### config.mk
export PLATFORM = sky130hd
export DESIGN_NAME = peak_level_utterance_endpointer_top
export DESIGN_NICKNAME = d
export VERILOG_FILES = /design/src/hw/rtl/plue_pkg.sv /design/src/hw/rtl/plue_cfg.sv /design/src/hw/rtl/plue_measure.sv /design/src/hw/rtl/plue_peak.sv /design/src/hw/rtl/plue_decide.sv /design/src/hw/rtl/peak_level_utterance_endpointer_top.sv
export SDC_FILE = /design/constraint.sdc
export NUM_CORES = 1
export LEC_CHECK = 0
export ABC_AREA = 1
export BUFFER_PORTS_ARGS = -buffer_cell sky130_fd_sc_hd__buf_2
export CAP_MARGIN = 15
export CORE_ASPECT_RATIO = 0.5
export CORE_MARGIN = 4
export CORE_UTILIZATION = 40
export DETAILED_ROUTE_END_ITERATION = 10
export PLACE_DENSITY = 0.69
export SYNTH_ARGS = -nofsm -noshare
export SYNTH_HDL_FRONTEND = slang
export SYNTH_SLANG_ARGS = --single-unit
### constraint.sdc
create_clock -name clk -period 5.8 [get_ports clk]
set_input_delay 1.45 -clock clk [delete_from_list [all_inputs] [get_ports clk]]
set_output_delay 1.45 -clock clk [all_outputs]
set_load 0.05 [all_outputs]
### src/hw/rtl/plue_pkg.sv
`timescale 1ns / 1ps
// ----------------------------------------------------------------------------
// Peak-level utterance endpointer package
// Shared constants, sample format codes, register map and stage types.
// ----------------------------------------------------------------------------
package plue_pkg;

  // Sample format codes; the two codes above FMT_U32 measure nothing.
  localparam logic [2:0] FMT_S8  = 3'd0;
  localparam logic [2:0] FMT_S16 = 3'd1;
  localparam logic [2:0] FMT_S32 = 3'd2;
  localparam logic [2:0] FMT_U8  = 3'd3;
  localparam logic [2:0] FMT_U16 = 3'd4;
  localparam logic [2:0] FMT_U32 = 3'd5;

  // Register indexes on the configuration port.
  localparam logic [2:0] REG_FORMAT    = 3'd0;
  localparam logic [2:0] REG_THRESHOLD = 3'd1;
  localparam logic [2:0] REG_MAX_BUF   = 3'd2;
  localparam logic [2:0] REG_MIN_LOUD  = 3'd3;
  localparam logic [2:0] REG_QUIET_RUN = 3'd4;

  localparam int unsigned ADDR_W = 5;
  localparam int unsigned DATA_W = 32;

  // Reset values of the registers.
  localparam logic [2:0]  RST_FORMAT    = FMT_S16;
  localparam logic [15:0] RST_THRESHOLD = 16'd22938;
  localparam logic [9:0]  RST_MAX_BUF   = 10'd150;
  localparam logic [9:0]  RST_MIN_LOUD  = 10'd2;
  localparam logic [9:0]  RST_QUIET_RUN = 10'd12;

  // Buffer counters saturate at their full range.
  localparam int unsigned  CNT_W   = 11;
  localparam logic [10:0]  CNT_MAX = 11'h7FF;

  localparam int unsigned SAMPLE_W = 32;
  localparam int unsigned LEVEL_W  = 16;

  // Register file contents as seen by the datapath.
  typedef struct packed {
    logic [2:0]  fmt;
    logic [15:0] threshold;
    logic [9:0]  max_buf;
    logic [9:0]  min_loud;
    logic [9:0]  quiet_run;
  } cfg_t;

  // Measure stage word: value folded into the peak, and the buffer end flag.
  typedef struct packed {
    logic [SAMPLE_W-1:0] mag;
    logic                last;
  } meas_t;

  // Level stage word.
  typedef struct packed {
    logic [LEVEL_W-1:0] level;
    logic               last;
  } lvl_t;

endpackage

### src/hw/rtl/plue_cfg.sv
`timescale 1ns / 1ps
// ----------------------------------------------------------------------------
// Configuration registers
// APB-style register file for format, threshold and the buffer limits.
// ----------------------------------------------------------------------------
module plue_cfg (
  input  logic                        clk,
  input  logic                        rst_n,
  input  logic                        psel,
  input  logic                        penable,
  input  logic                        pwrite,
  input  logic [plue_pkg::ADDR_W-1:0] paddr,
  input  logic [plue_pkg::DATA_W-1:0] pwdata,
  output logic [plue_pkg::DATA_W-1:0] prdata,
  output logic                        pready,
  output plue_pkg::cfg_t              cfg
);

  plue_pkg::cfg_t cfg_r;
  logic           wr_en;
  logic [2:0]     reg_idx;

  assign pready  = 1'b1;
  assign wr_en   = psel & penable & pwrite;
  assign reg_idx = paddr[4:2];
  assign cfg     = cfg_r;

  // Register writes in the access phase.
  always_ff @(posedge clk) begin
    if (!rst_n) begin
      cfg_r.fmt       <= plue_pkg::RST_FORMAT;
      cfg_r.threshold <= plue_pkg::RST_THRESHOLD;
      cfg_r.max_buf   <= plue_pkg::RST_MAX_BUF;
      cfg_r.min_loud  <= plue_pkg::RST_MIN_LOUD;
      cfg_r.quiet_run <= plue_pkg::RST_QUIET_RUN;
    end else if (wr_en) begin
      unique case (reg_idx)
        plue_pkg::REG_FORMAT:    cfg_r.fmt       <= pwdata[2:0];
        plue_pkg::REG_THRESHOLD: cfg_r.threshold <= pwdata[15:0];
        plue_pkg::REG_MAX_BUF:   cfg_r.max_buf   <= pwdata[9:0];
        plue_pkg::REG_MIN_LOUD:  cfg_r.min_loud  <= pwdata[9:0];
        plue_pkg::REG_QUIET_RUN: cfg_r.quiet_run <= pwdata[9:0];
        default: ;
      endcase
    end
  end

  // Read data.
  always_comb begin
    unique case (reg_idx)
      plue_pkg::REG_FORMAT:    prdata = 32'(cfg_r.fmt);
      plue_pkg::REG_THRESHOLD: prdata = 32'(cfg_r.threshold);
      plue_pkg::REG_MAX_BUF:   prdata = 32'(cfg_r.max_buf);
      plue_pkg::REG_MIN_LOUD:  prdata = 32'(cfg_r.min_loud);
      plue_pkg::REG_QUIET_RUN: prdata = 32'(cfg_r.quiet_run);
      default:                 prdata = '0;
    endcase
  end

endmodule

### src/hw/rtl/plue_measure.sv
`timescale 1ns / 1ps
// ----------------------------------------------------------------------------
// Sample measure stage
// Input register that holds the magnitude (signed) or raw value (unsigned).
// ----------------------------------------------------------------------------
module plue_measure (
  input  logic                          clk,
  input  logic                          rst_n,
  input  logic                          in_valid,
  output logic                          in_ready,
  input  logic [plue_pkg::SAMPLE_W-1:0] in_sample,
  input  logic [2:0]                    in_channel,
  input  logic                          in_last_of_buffer,
  input  logic [2:0]                    fmt,
  output logic                          a_valid,
  input  logic                          a_ready,
  output plue_pkg::meas_t               a_word
);

  logic                          a_valid_r;
  plue_pkg::meas_t               a_word_r;
  logic [plue_pkg::SAMPLE_W-1:0] mag_nxt;
  logic [8:0]                    neg8;
  logic [16:0]                   neg16;

  assign in_ready = !a_valid_r || a_ready;
  assign a_valid  = a_valid_r;
  assign a_word   = a_word_r;

  // Two's complement magnitudes of the narrow signed formats.
  assign neg8  = 9'h100 - {1'b0, in_sample[7:0]};
  assign neg16 = 17'h10000 - {1'b0, in_sample[15:0]};

  // Value folded into the peak; only channel 0 is measured.
  always_comb begin
    unique case (fmt)
      plue_pkg::FMT_S8:  mag_nxt = in_sample[7] ? 32'(neg8) : 32'(in_sample[7:0]);
      plue_pkg::FMT_S16: mag_nxt = in_sample[15] ? 32'(neg16) : 32'(in_sample[15:0]);
      plue_pkg::FMT_S32: mag_nxt = in_sample[31] ? (32'd0 - in_sample) : in_sample;
      plue_pkg::FMT_U8:  mag_nxt = 32'(in_sample[7:0]);
      plue_pkg::FMT_U16: mag_nxt = 32'(in_sample[15:0]);
      plue_pkg::FMT_U32: mag_nxt = in_sample;
      default:           mag_nxt = '0;
    endcase
    if (in_channel != 3'd0) begin
      mag_nxt = '0;
    end
  end

  // Stage valid.
  always_ff @(posedge clk) begin
    if (!rst_n) begin
      a_valid_r <= 1'b0;
    end else if (in_ready) begin
      a_valid_r <= in_valid;
    end
  end

  // Stage payload.
  always_ff @(posedge clk) begin
    if (in_valid && in_ready) begin
      a_word_r.mag  <= mag_nxt;
      a_word_r.last <= in_last_of_buffer;
    end
  end

endmodule

### src/hw/rtl/plue_peak.sv
`timescale 1ns / 1ps
// ----------------------------------------------------------------------------
// Running peak and level stage
// Folds each word into the buffer peak and passes on the peak's normalized level.
// ----------------------------------------------------------------------------
module plue_peak (
  input  logic            clk,
  input  logic            rst_n,
  input  logic [2:0]      fmt,
  input  logic            a_valid,
  output logic            a_ready,
  input  plue_pkg::meas_t a_word,
  output logic            b_valid,
  input  logic            b_ready,
  output plue_pkg::lvl_t  b_word
);

  logic                          b_valid_r;
  plue_pkg::lvl_t                b_word_r;
  logic [plue_pkg::SAMPLE_W-1:0] peak_r;
  logic [plue_pkg::SAMPLE_W-1:0] peak_fold;
  logic                          a_fire;

  // Q0.16 level of a peak. Full scale is 2^k - 1, so for values below full
  // scale the quotient is the k-bit value repeated as a binary fraction.
  function automatic logic [plue_pkg::LEVEL_W-1:0] normalize(
    input logic [2:0]                    f,
    input logic [plue_pkg::SAMPLE_W-1:0] pk
  );
    logic [32:0] p;
    logic [32:0] twice;
    logic [32:0] num;
    logic [20:0] rep7;
    logic [29:0] rep15;
    logic [plue_pkg::LEVEL_W-1:0] lvl;
    twice = {pk, 1'b0};
    unique case (f)
      plue_pkg::FMT_S8:  p = 33'd127;
      plue_pkg::FMT_S16: p = 33'd32767;
      plue_pkg::FMT_S32: p = 33'h07FFFFFFF;
      plue_pkg::FMT_U8:  p = 33'd255;
      plue_pkg::FMT_U16: p = 33'd65535;
      plue_pkg::FMT_U32: p = 33'h0FFFFFFFF;
      default:           p = '0;
    endcase
    // Unsigned formats measure the distance from mid-scale.
    if (f == plue_pkg::FMT_U8 || f == plue_pkg::FMT_U16 || f == plue_pkg::FMT_U32) begin
      num = (twice >= p) ? (twice - p) : (p - twice);
    end else begin
      num = {1'b0, pk};
    end
    rep7  = {num[6:0], num[6:0], num[6:0]};
    rep15 = {num[14:0], num[14:0]};
    unique case (f)
      plue_pkg::FMT_S8:  lvl = rep7[20:5];
      plue_pkg::FMT_S16: lvl = rep15[29:14];
      plue_pkg::FMT_S32: lvl = num[30:15];
      plue_pkg::FMT_U8:  lvl = {num[7:0], num[7:0]};
      plue_pkg::FMT_U16: lvl = num[15:0];
      plue_pkg::FMT_U32: lvl = num[31:16];
      default:           lvl = '0;
    endcase
    // At or above full scale the level saturates.
    if (p != 33'd0 && num >= p) begin
      lvl = '1;
    end
    return lvl;
  endfunction

  assign a_ready   = !b_valid_r || b_ready;
  assign a_fire    = a_valid && a_ready;
  assign b_valid   = b_valid_r;
  assign b_word    = b_word_r;
  assign peak_fold = (a_word.mag > peak_r) ? a_word.mag : peak_r;

  // Running peak, cleared at every buffer end.
  always_ff @(posedge clk) begin
    if (!rst_n) begin
      peak_r <= '0;
    end else if (a_fire) begin
      peak_r <= a_word.last ? '0 : peak_fold;
    end
  end

  // Stage valid.
  always_ff @(posedge clk) begin
    if (!rst_n) begin
      b_valid_r <= 1'b0;
    end else if (a_ready) begin
      b_valid_r <= a_valid;
    end
  end

  // Stage payload.
  always_ff @(posedge clk) begin
    if (a_fire) begin
      b_word_r.level <= normalize(fmt, peak_fold);
      b_word_r.last  <= a_word.last;
    end
  end

endmodule

### src/hw/rtl/plue_decide.sv
`timescale 1ns / 1ps
// ----------------------------------------------------------------------------
// Endpoint decision stage
// Threshold compare, buffer counters and the registered result word.
// ----------------------------------------------------------------------------
module plue_decide (
  input  logic                         clk,
  input  logic                         rst_n,
  input  plue_pkg::cfg_t               cfg,
  input  logic                         b_valid,
  output logic                         b_ready,
  input  plue_pkg::lvl_t               b_word,
  output logic                         out_valid,
  input  logic                         out_ready,
  output logic [plue_pkg::LEVEL_W-1:0] out_level,
  output logic                         out_loud,
  output logic                         out_stop_recording,
  output logic                         out_speech_detected,
  output logic [plue_pkg::CNT_W-1:0]   out_buffer_index
);

  logic [plue_pkg::CNT_W-1:0]   buf_cnt_r, buf_cnt_nxt;
  logic [plue_pkg::CNT_W-1:0]   loud_cnt_r, loud_cnt_nxt;
  logic [plue_pkg::CNT_W-1:0]   quiet_cnt_r, quiet_cnt_nxt;
  logic                         out_valid_r;
  logic [plue_pkg::LEVEL_W-1:0] out_level_r;
  logic                         out_loud_r;
  logic                         out_stop_r;
  logic                         out_speech_r;
  logic [plue_pkg::CNT_W-1:0]   out_index_r;
  logic                         loud;
  logic                         stop;
  logic                         speech;
  logic                         enough_loud;
  logic                         b_take;
  logic                         decide;

  function automatic logic [plue_pkg::CNT_W-1:0] sat_inc(
    input logic [plue_pkg::CNT_W-1:0] v
  );
    return (v == plue_pkg::CNT_MAX) ? v : v + 1'b1;
  endfunction

  // Words that end no buffer drain without touching the result register.
  assign b_ready = !b_word.last || !out_valid_r || out_ready;
  assign b_take  = b_valid && b_ready;
  assign decide  = b_take && b_word.last;

  // Counter update and stop decision.
  always_comb begin
    loud         = b_word.level >= cfg.threshold;
    buf_cnt_nxt  = sat_inc(buf_cnt_r);
    if (loud) begin
      loud_cnt_nxt  = sat_inc(loud_cnt_r);
      quiet_cnt_nxt = '0;
    end else begin
      loud_cnt_nxt  = loud_cnt_r;
      quiet_cnt_nxt = sat_inc(quiet_cnt_r);
    end
    enough_loud = loud_cnt_nxt >= {1'b0, cfg.min_loud};
    if (buf_cnt_nxt <= {1'b0, cfg.max_buf}) begin
      stop   = enough_loud && (quiet_cnt_nxt >= {1'b0, cfg.quiet_run});
      speech = stop;
    end else begin
      stop   = 1'b1;
      speech = enough_loud;
    end
  end

  // Counters; a stop starts a new recording.
  always_ff @(posedge clk) begin
    if (!rst_n) begin
      buf_cnt_r   <= '0;
      loud_cnt_r  <= '0;
      quiet_cnt_r <= '0;
    end else if (decide) begin
      buf_cnt_r   <= stop ? '0 : buf_cnt_nxt;
      loud_cnt_r  <= stop ? '0 : loud_cnt_nxt;
      quiet_cnt_r <= stop ? '0 : quiet_cnt_nxt;
    end
  end

  // Result valid.
  always_ff @(posedge clk) begin
    if (!rst_n) begin
      out_valid_r <= 1'b0;
    end else if (decide) begin
      out_valid_r <= 1'b1;
    end else if (out_ready) begin
      out_valid_r <= 1'b0;
    end
  end

  // Result word.
  always_ff @(posedge clk) begin
    if (decide) begin
      out_level_r  <= b_word.level;
      out_loud_r   <= loud;
      out_stop_r   <= stop;
      out_speech_r <= speech;
      out_index_r  <= buf_cnt_nxt;
    end
  end

  assign out_valid           = out_valid_r;
  assign out_level           = out_level_r;
  assign out_loud            = out_loud_r;
  assign out_stop_recording  = out_stop_r;
  assign out_speech_detected = out_speech_r;
  assign out_buffer_index    = out_index_r;

endmodule

### src/hw/rtl/peak_level_utterance_endpointer_top.sv
`timescale 1ns / 1ps
// Each result word is registered by the decision stage from the buffer's last word.
// Throughput: one sample word per cycle; the three stages (measure, peak/level,
// decision) each hold one word and stall only when the result register is held.
// Reset (synchronous, active low) empties the pipeline, clears the running peak
// and the buffer counters, and loads the register reset values.
// ----------------------------------------------------------------------------
// Peak-level utterance endpointer
// Tracks the channel 0 peak per buffer and decides when an utterance ends.
// ----------------------------------------------------------------------------
module peak_level_utterance_endpointer_top (
  input  logic                          clk,
  input  logic                          rst_n,
  input  logic                          in_valid,
  output logic                          in_ready,
  input  logic [plue_pkg::SAMPLE_W-1:0] in_sample,
  input  logic [2:0]                    in_channel,
  input  logic                          in_last_of_buffer,
  output logic                          out_valid,
  input  logic                          out_ready,
  output logic [plue_pkg::LEVEL_W-1:0]  out_level,
  output logic                          out_loud,
  output logic                          out_stop_recording,
  output logic                          out_speech_detected,
  output logic [plue_pkg::CNT_W-1:0]    out_buffer_index,
  input  logic                          psel,
  input  logic                          penable,
  input  logic                          pwrite,
  input  logic [plue_pkg::ADDR_W-1:0]   paddr,
  input  logic [plue_pkg::DATA_W-1:0]   pwdata,
  output logic [plue_pkg::DATA_W-1:0]   prdata,
  output logic                          pready
);

  plue_pkg::cfg_t  cfg;
  logic            a_valid;
  logic            a_ready;
  plue_pkg::meas_t a_word;
  logic            b_valid;
  logic            b_ready;
  plue_pkg::lvl_t  b_word;

  // Register file.
  plue_cfg u_cfg (
    .clk     (clk),
    .rst_n   (rst_n),
    .psel    (psel),
    .penable (penable),
    .pwrite  (pwrite),
    .paddr   (paddr),
    .pwdata  (pwdata),
    .prdata  (prdata),
    .pready  (pready),
    .cfg     (cfg)
  );

  // Input register with sample measurement.
  plue_measure u_measure (
    .clk               (clk),
    .rst_n             (rst_n),
    .in_valid          (in_valid),
    .in_ready          (in_ready),
    .in_sample         (in_sample),
    .in_channel        (in_channel),
    .in_last_of_buffer (in_last_of_buffer),
    .fmt               (cfg.fmt),
    .a_valid           (a_valid),
    .a_ready           (a_ready),
    .a_word            (a_word)
  );

  // Running peak and level.
  plue_peak u_peak (
    .clk     (clk),
    .rst_n   (rst_n),
    .fmt     (cfg.fmt),
    .a_valid (a_valid),
    .a_ready (a_ready),
    .a_word  (a_word),
    .b_valid (b_valid),
    .b_ready (b_ready),
    .b_word  (b_word)
  );

  // Decision and result register.
  plue_decide u_decide (
    .clk                 (clk),
    .rst_n               (rst_n),
    .cfg                 (cfg),
    .b_valid             (b_valid),
    .b_ready             (b_ready),
    .b_word              (b_word),
    .out_valid           (out_valid),
    .out_ready           (out_ready),
    .out_level           (out_level),
    .out_loud            (out_loud),
    .out_stop_recording  (out_stop_recording),
    .out_speech_detected (out_speech_detected),
    .out_buffer_index    (out_buffer_index)
  );

endmodule

==> results of run 1 <==
[synth_stat cells, drive strengths merged (5+ instances only)]
| cell | count | area (sq um) |
|---|---|---|
| xnor2 | 11 | 96.3 |
| a21oi | 258 | 1330 |
| nor3 | 36 | 206 |
| edfxtp | 80 | 2400 |
| a211oi | 8 | 60.1 |
| nand2 | 731 | 2820 |
| nand3b | 9 | 67.6 |
| clkbuf | 56 | 214 |
| nand3 | 143 | 746 |
| ha | 179 | 2240 |
| inv | 376 | 1410 |
| buf | 51 | 333 |
| dfxtp | 117 | 2340 |
| xor2 | 53 | 464 |
| o211ai | 19 | 143 |
| a221o | 7 | 70.1 |
| a21o | 7 | 52.6 |
| nand4 | 77 | 497 |
| o21bai | 5 | 37.5 |
| o22ai | 10 | 62.6 |
| o21ai | 157 | 801 |
| a21boi | 29 | 218 |
| nor2 | 232 | 923 |
| a31oi | 7 | 43.8 |
[area by class of cell]
cell class	count	area, sq um	share of cell area
clock inverters	15	191	0.00786
multi-input cells	2034	12500	0.512
well taps	588	736	0.0302
clock buffers	17	425	0.0175
repair buffers	575	4360	0.179
flip-flops and latches	197	4750	0.195
inverters	379	1420	0.0584
[timing repair]
item / in CTS / in global routing
buffers inserted: 22 / 23
pin swaps: 51 / 102
cloned: 5 / 3
resized for setup: 154 / 176
endpoints found under the setup margin: 16 / 16
[where the power goes]
part	internal [mW]	switching (mW)	total, mW
sequential	1.48	0.0244	1.51
combinational	0.707	0.978	1.68
clock	0.593	0.659	1.25
[cell families (layout without fill, tap and decap cells)]
| kind of cell | Yosys count | in the layout |
|---|---|---|
| compound gates | 530 | 530 |
| xor+xnor | 64 | 64 |
| fa+ha+maj | 180 | 180 |
| buf+inv | 486 | 986 |
| flops | 197 | 197 |
| mux | 1 | 1 |
| other cells | 2 | 17 |
| simple gates | 1241 | 1242 |
[how the worst max path moves through the flow]
stage	startpoint	end	slack, ns	cells after the start
floorplan	u_cfg.cfg[47]	u_peak.b_word[10]	0.08	41
global placement	u_measure.a_word[4]	u_peak.b_word[16]	-0.59	44
detailed placement	u_measure.a_word[8]	u_peak.b_word[16]	-0.72	41
CTS	u_measure.a_word[5]	u_peak.b_word[10]	-0.18	44
global route	u_measure.a_word[6]	u_peak.b_word[10]	-0.56	44
finish	u_measure.a_word[8]	u_peak.b_word[6]	-0.32	42
[metrics by stage]
| stage | TNS [ns] | utilization | instance area, sq um | total power, mW |
|---|---|---|---|---|
| after floorplan | 0 | - | 18000 | 2.28 |
| after global placement | -8.25 | 0.498 | 21900 | 2.90 |
| after detailed placement | -10.49 | 0.499 | 21900 | 2.92 |
| after CTS | -2.46 | 0.534 | 23400 | 4.29 |
| after global routing | -8.44 | 0.555 | 24400 | 4.64 |
| final | -4.50 | 0.555 | 24400 | 4.44 |
[state kept, by name (all words and copies together) (netlist names)]
name / cells
u_measure.a_valid: 1
u_decide.out_loud: 1
u_decide.out_speech_detected: 1
u_cfg.cfg: 49
u_peak.peak_r: 32
u_decide.buf_cnt_r: 11
u_decide.out_stop_recording: 1
u_peak.b_word: 17
u_decide.loud_cnt_r: 11
u_decide.quiet_cnt_r: 11
u_decide.out_level: 16
u_measure.a_word: 33
u_decide.out_buffer_index: 11
u_decide.out_valid: 1
u_peak.b_valid: 1
[routing by layer]
metal	vias to the layer above	wire length, um	part of all wire
met5	-	0	0
met4	0	1880	0.028
met3	110	5380	0.080
met2	730	29400	0.44
met1	9224	30200	0.45
li1	9907	-	-
==> impl_results.md, run 1 <==
- Die width: a little over 300 um
- Drt first-iter violations: between 1500 and 2000
- Yosys cell types: 65
- Min-Delay Endpoint: u_decide.out_level[15]
- Final Non-Filler Cells: between 3000 and 4000
- Simple-gate share of the synthesized area: 0.299
- Met2 Use GR: 0.420
- Skew-Pair Late Insertion Delay: 0.47 ns
- Hold Fails Final Rpt: 0
- Minimum hold slack: approximately 0.47 ns
- Most frequent cells in the layout: nand2_1 (644), buf_4 (437), inv_1 (360)
- Share of cells above drive strength 1: 0.279
- Hold WC Path Type: reg2reg
- Max-Cap Viols: 0
- Max Fclk: approximately 0.16 GHz
- Hold Startpoint: u_peak.b_word[16]
- Largest family of logic cells by synthesized area: simple AND/OR/NAND/NOR gates
- VDD IR max: roughly 0.18 mV
- Maximum buffer depth of the clock tree: 2
- Drt via density: 5.25
- Crit path capture type: register
- Fin. max-slew vios: 0
- Fillcell total: between 4000 and 5000
- Pre-CTS setup slack: -0.716 ns
- Rel. slew slack: 0.268
- Met3 usage: 0.0516
- WHS Path Cells: 0
- Register area share after synthesis: 0.265
- CTS sink count: approximately 200
- Worst r2r path cells: 42
- Endpoints failing setup: 16
- H-tree lvl count: 4
- Worst Path Buf+Inv: 10
- Failing checks: setup timing
- First-pass GRT wire length: 99500 um
- Compound-Gate Fraction of Synth Area: 0.168
- Largest net degree at the start of global routing: 50
- Drt wl/cell: 17.6 um
- Fin Clk Skew: roughly 0.023 ns
- Initial antenna violation count: 0
- Final cycle utilization of the critical path: 1.06
- Drt total wl: 66900 um
- Fin nets: approximately 3500
- Main synth FF type: dfxtp_1
- Rows: 54
- FF-to-FF Start: u_measure.a_word[8]
- Placed Cells: between 3000 and 4000
- Synthesis-to-finish area growth: 36.0%
- Via count: between 15000 and 20000
- Synth Instances: around 2700
- HPWL Detailed: between 50000 and 60000 um
- Post-Synth Adder-Cell Area: 0.126
- Multiplexer share of the synthesized area: 0.000559
- Die Area: between 40000 and 50000 sq um
- Port Buffer Count: about 110
- Worst setup SP type: register
- Async S/R FF share, synth: 0
- Cell area power density: roughly 180 nW/um^2
- Worst Max-Slew Pin Slew: ~1.1 ns
- # IOs: about 150
- Root Driver: clkbuf_16
- # diodes: 0
- All-layer global routing usage: 0.263
- Fin crit period: ~6.1 ns
- Detail Route Antenna Nets: 0
- Grt ovf: 0
- Mapped Area: 17900 sq um
- CTS tree: built
- GPL Wtd Cong: around 1
- Crit path required time: 5.98 ns
- CP arrival: between 6 and 7 ns
- RSZ-0062 raised after global routing: true
- Starting Density: 0.408
- Leak Pwr: roughly 12 nW
- Status: complete, but fails checks
- Crit-path slowest cell: edfxtp_1
- R2R Setup Slk: -0.32 ns
- Core ar.: between 40000 and 50000 sq um
- Die Ht: between 150 and 200 um
- GR Util met1: 0.362
- GR peak layer: met2
- Commonest non-fill, non-tap cell in the layout: nand2_1
- Vias in the first global route: 18200
- Clock transition at path regs: approximately 0.080 ns
- TritonRoute pass-1 iters: 6
- DRC: 0
- CP top delay family: simple AND/OR/NAND/NOR gates
- Delay of the slowest cell on the worst path: 0.46 ns
- CP Max Fanout: 12
- Syn Area/Cell: 6.63 sq um
- CTS buffer count: 17
- Final setup margin: -0.321 ns
- Synth Area in XOR/XNOR: 0.0313
- Hold_buf cts: 0
- Critical R2R Capture: u_peak.b_word[6]
- EDFF count, synth: 80
- Synth warnings: 0
- Kind of critical path: reg2reg
- Yosys reg bits: 197
Power figures use the tool's default switching activity.
==> run 2, diff against run 1 <==
--- a/config.mk
+++ b/config.mk
@@ -5,7 +5,6 @@
 export SDC_FILE = /design/constraint.sdc
 export NUM_CORES = 1
 export LEC_CHECK = 0
-export ABC_AREA = 1
 export BUFFER_PORTS_ARGS = -buffer_cell sky130_fd_sc_hd__buf_2
 export CAP_MARGIN = 15
 export CORE_ASPECT_RATIO = 0.5
==> run 2 against run 1 <==
Against the previous run: wire length fell by 7.8%; first-iteration DRC count fell by 5.1%; highest routed layer unchanged; the flow still finishes with violations (setup timing); core utilization rose by 1.2 points.
==> impl_results.md, run 2 <==
- Clock transition at path regs: approximately 0.080 ns
- CP Max Fanout: 8
- Final setup margin: -2.04 ns
- HPWL Detailed: between 40000 and 50000 um
- Die Ht: approximately 150 um
- Status: complete, but fails checks
- GPL Wtd Cong: 0.968
- Drt first-iter violations: between 1500 and 2000
- Overall Power: 4.56 mW
- DRC: 0
- Hold Startpoint: u_peak.b_word[3]
- Count leader, synth: nand2_1
- # IOs: around 150
- Max reg flops: just under 50
- Post-route core utilization: 0.566
- Fin crit period: approximately 7.8 ns
- Fin nets: 2848
- CTS tree: built
- Die Area: between 40000 and 50000 sq um
- Leak Pwr: 10.1 nW
- Synth area leaders: edfxtp_1 (14%), dfxtp_1 (14%), ha_1 (13%), a21oi_1 (5.2%), nand2_1 (4.8%)
- Crit path required time: around 6 ns
- CP arrival: 8.05 ns
- EDFF count, synth: 80
- Worst setup SP type: register
- Max-Cap Viols: 0
- Fin Clk Skew: about 0.020 ns
- Syn Area/Cell: roughly 8 sq um
- Share of the synthesized area in the top cell type: 0.145
- Main synth FF type: dfxtp_1
- FF-to-FF Start: u_measure.a_word[3]
- Mapped Area: approximately 17000 sq um
- Rows: 52
- CP top delay family: compound AO/OA/AOI/OAI gates
- Fillcell total: between 3000 and 4000
- DP Area: 20800 sq um
- Worst Path Buf+Inv: 4
- Detail Route Antenna Nets: 0
- Hold WC Path Type: reg2reg
- Endpoints failing setup: 16
- Commonest non-fill, non-tap cell in the layout: buf_4
- Share of cells above drive strength 1: 0.329
- Crit-path slowest cell: or4_4
- First-pass GRT wire length: ~94000 um
- Port Buffer Count: around 110
- VDD IR max: ~0.22 mV
- Max Fclk: about 0.13 GHz
- Most frequent cells in the layout: buf_4 (481), nand2_1 (207), nor2_1 (159)
- RSZ-0062 raised after global routing: true
- Synth warnings: 0
- Via count: around 18000
- Drt via density: approximately 5.7
- Largest net degree at the start of global routing: slightly below 50
- Yosys reg bits: just under 200
- Maximum buffer depth of the clock tree: 2
- Cell area power density: slightly below 200 nW/um^2
- Final Cell Area: between 20000 and 25000 sq um
- Yosys cell types: between 80 and 90
- Rel. slew slack: 0.236
- Delay of the slowest cell on the worst path: 0.60 ns
- TritonRoute pass-1 iters: 5
- CTS buffer count: 17
- Hold_buf cts: 0
- Async S/R FF share, synth: 0
- Skew-Pair Late Insertion Delay: between 0.4 and 0.5 ns
- Fin. max-slew vios: 0
- Root Driver: clkbuf_16
- Vias in the first global route: 16700
- # diodes: 0
- Worst Max-Slew Pin Slew: around 1.1 ns
- Failing checks: setup timing
- Register area share after synthesis: 0.286
- Kind of critical path: reg2reg
- Grt ovf: 0
- All-layer global routing usage: 0.262
- Hold Fails Final Rpt: 0
- Final cycle utilization of the critical path: 1.35
- Synthesis-to-finish area growth: 38.8%
- CTS sink count: just under 200
- Crit path capture type: register
- Synth top cells by count: nand2_1 (211), ha_1 (179), a21oi_1 (173)
- Initial antenna violation count: 0
- Starting Density: 0.408
- H-tree lvl count: 4
- CP Launch Point: u_measure.a_word[3]
- Core ar.: 40700 sq um
- Drt total wl: around 62000 um
- Area leader, netlist: edfxtp_1
- Synth Instances: between 2000 and 2500
- Drt wl/cell: slightly below 20 um
- Die width: between 200 and 300 um
- Setup TNS Final: -31.25 ns
## run 2: what timing repair did
item | in CTS | in global routing
pin swaps | 56 | 49
setup endpoints to repair | 16 | 37
gates cloned | 1 | 0
gates resized for setup | 139 | 71
setup buffers | 46 | 28
## run 2: cells by family (layout without fill, tap and decap cells)
logic type / after synthesis / count (layout) / synth area share
AND/OR/NAND/NOR: 667 / 667 / 0.193
AO/OA/AOI/OAI: 607 / 607 / 0.237
flip-flops: 197 / 197 / 0.286
buffers and inverters: 269 / 796 / 0.0667
other: 2 / 17 / 0.000452
adder cells (fa/ha/maj): 180 / 180 / 0.136
XOR/XNOR: 51 / 51 / 0.0269
multiplexers: 86 / 86 / 0.0544
## run 2: worst register-to-register path, delay by kind of cell, from the launching register on
family | cells | cell delay [ns]
AOI/OAI and AO/OA | 15 | 2.80
xor gates and xnor gates | 1 | 0.27
adders and majority gates | 3 | 0.93
buffers and inverters | 4 | 0.68
DFF | 1 | 0.45
muxes | 1 | 0.35
and+or+nand+nor | 10 | 2.12
## run 2: routing by layer
layer | GRT usage | vias up | part of all wire
met1 | 0.355 | 8453 | 0.43
li1 | - | 8487 | -
met4 | 0.0949 | 0 | 0.037
met5 | 0 | - | 0
met3 | 0.0499 | 141 | 0.071
met2 | 0.417 | 696 | 0.46
## run 2: final timing paths
check                           to  slack, ns  cells past startpoint
max              u_peak.b_word[15]      -2.04                     34
min          u_decide.out_level[2]       0.47                      0
max reg2reg      u_peak.b_word[15]      -2.04                     34
min reg2reg  u_decide.out_level[2]       0.47                      0
## run 2: area by class of cell
class,instances,area [sq um],area share
multi-input cells,1608,11900,0.518
clock buffers,17,425,0.0184
repair buffers,619,4550,0.197
inverters,145,544,0.0236
flip-flops and latches,197,4750,0.206
well taps,540,676,0.0293
clock inverters,15,178,0.00770
## run 2: power breakdown
| group | switching, mW | internal (mW) |
|---|---|---|
| registers | 0.0250 | 1.48 |
| clock network | 0.639 | 0.588 |
| logic | 0.928 | 0.897 |
| total | 1.59 | 2.97 |
## run 2: metrics by stage
step	std cells	setup slack, ns	hold WS [ns]
3_5_place_dp	3033	-2.43	0.461
2_1_floorplan	2074	-1.54	0.426
5_1_grt	3141	-2.21	0.485
6_report	3141	-2.04	0.474
3_3_place_gp	3033	-2.34	0.453
4_1_cts	3111	-1.74	0.475
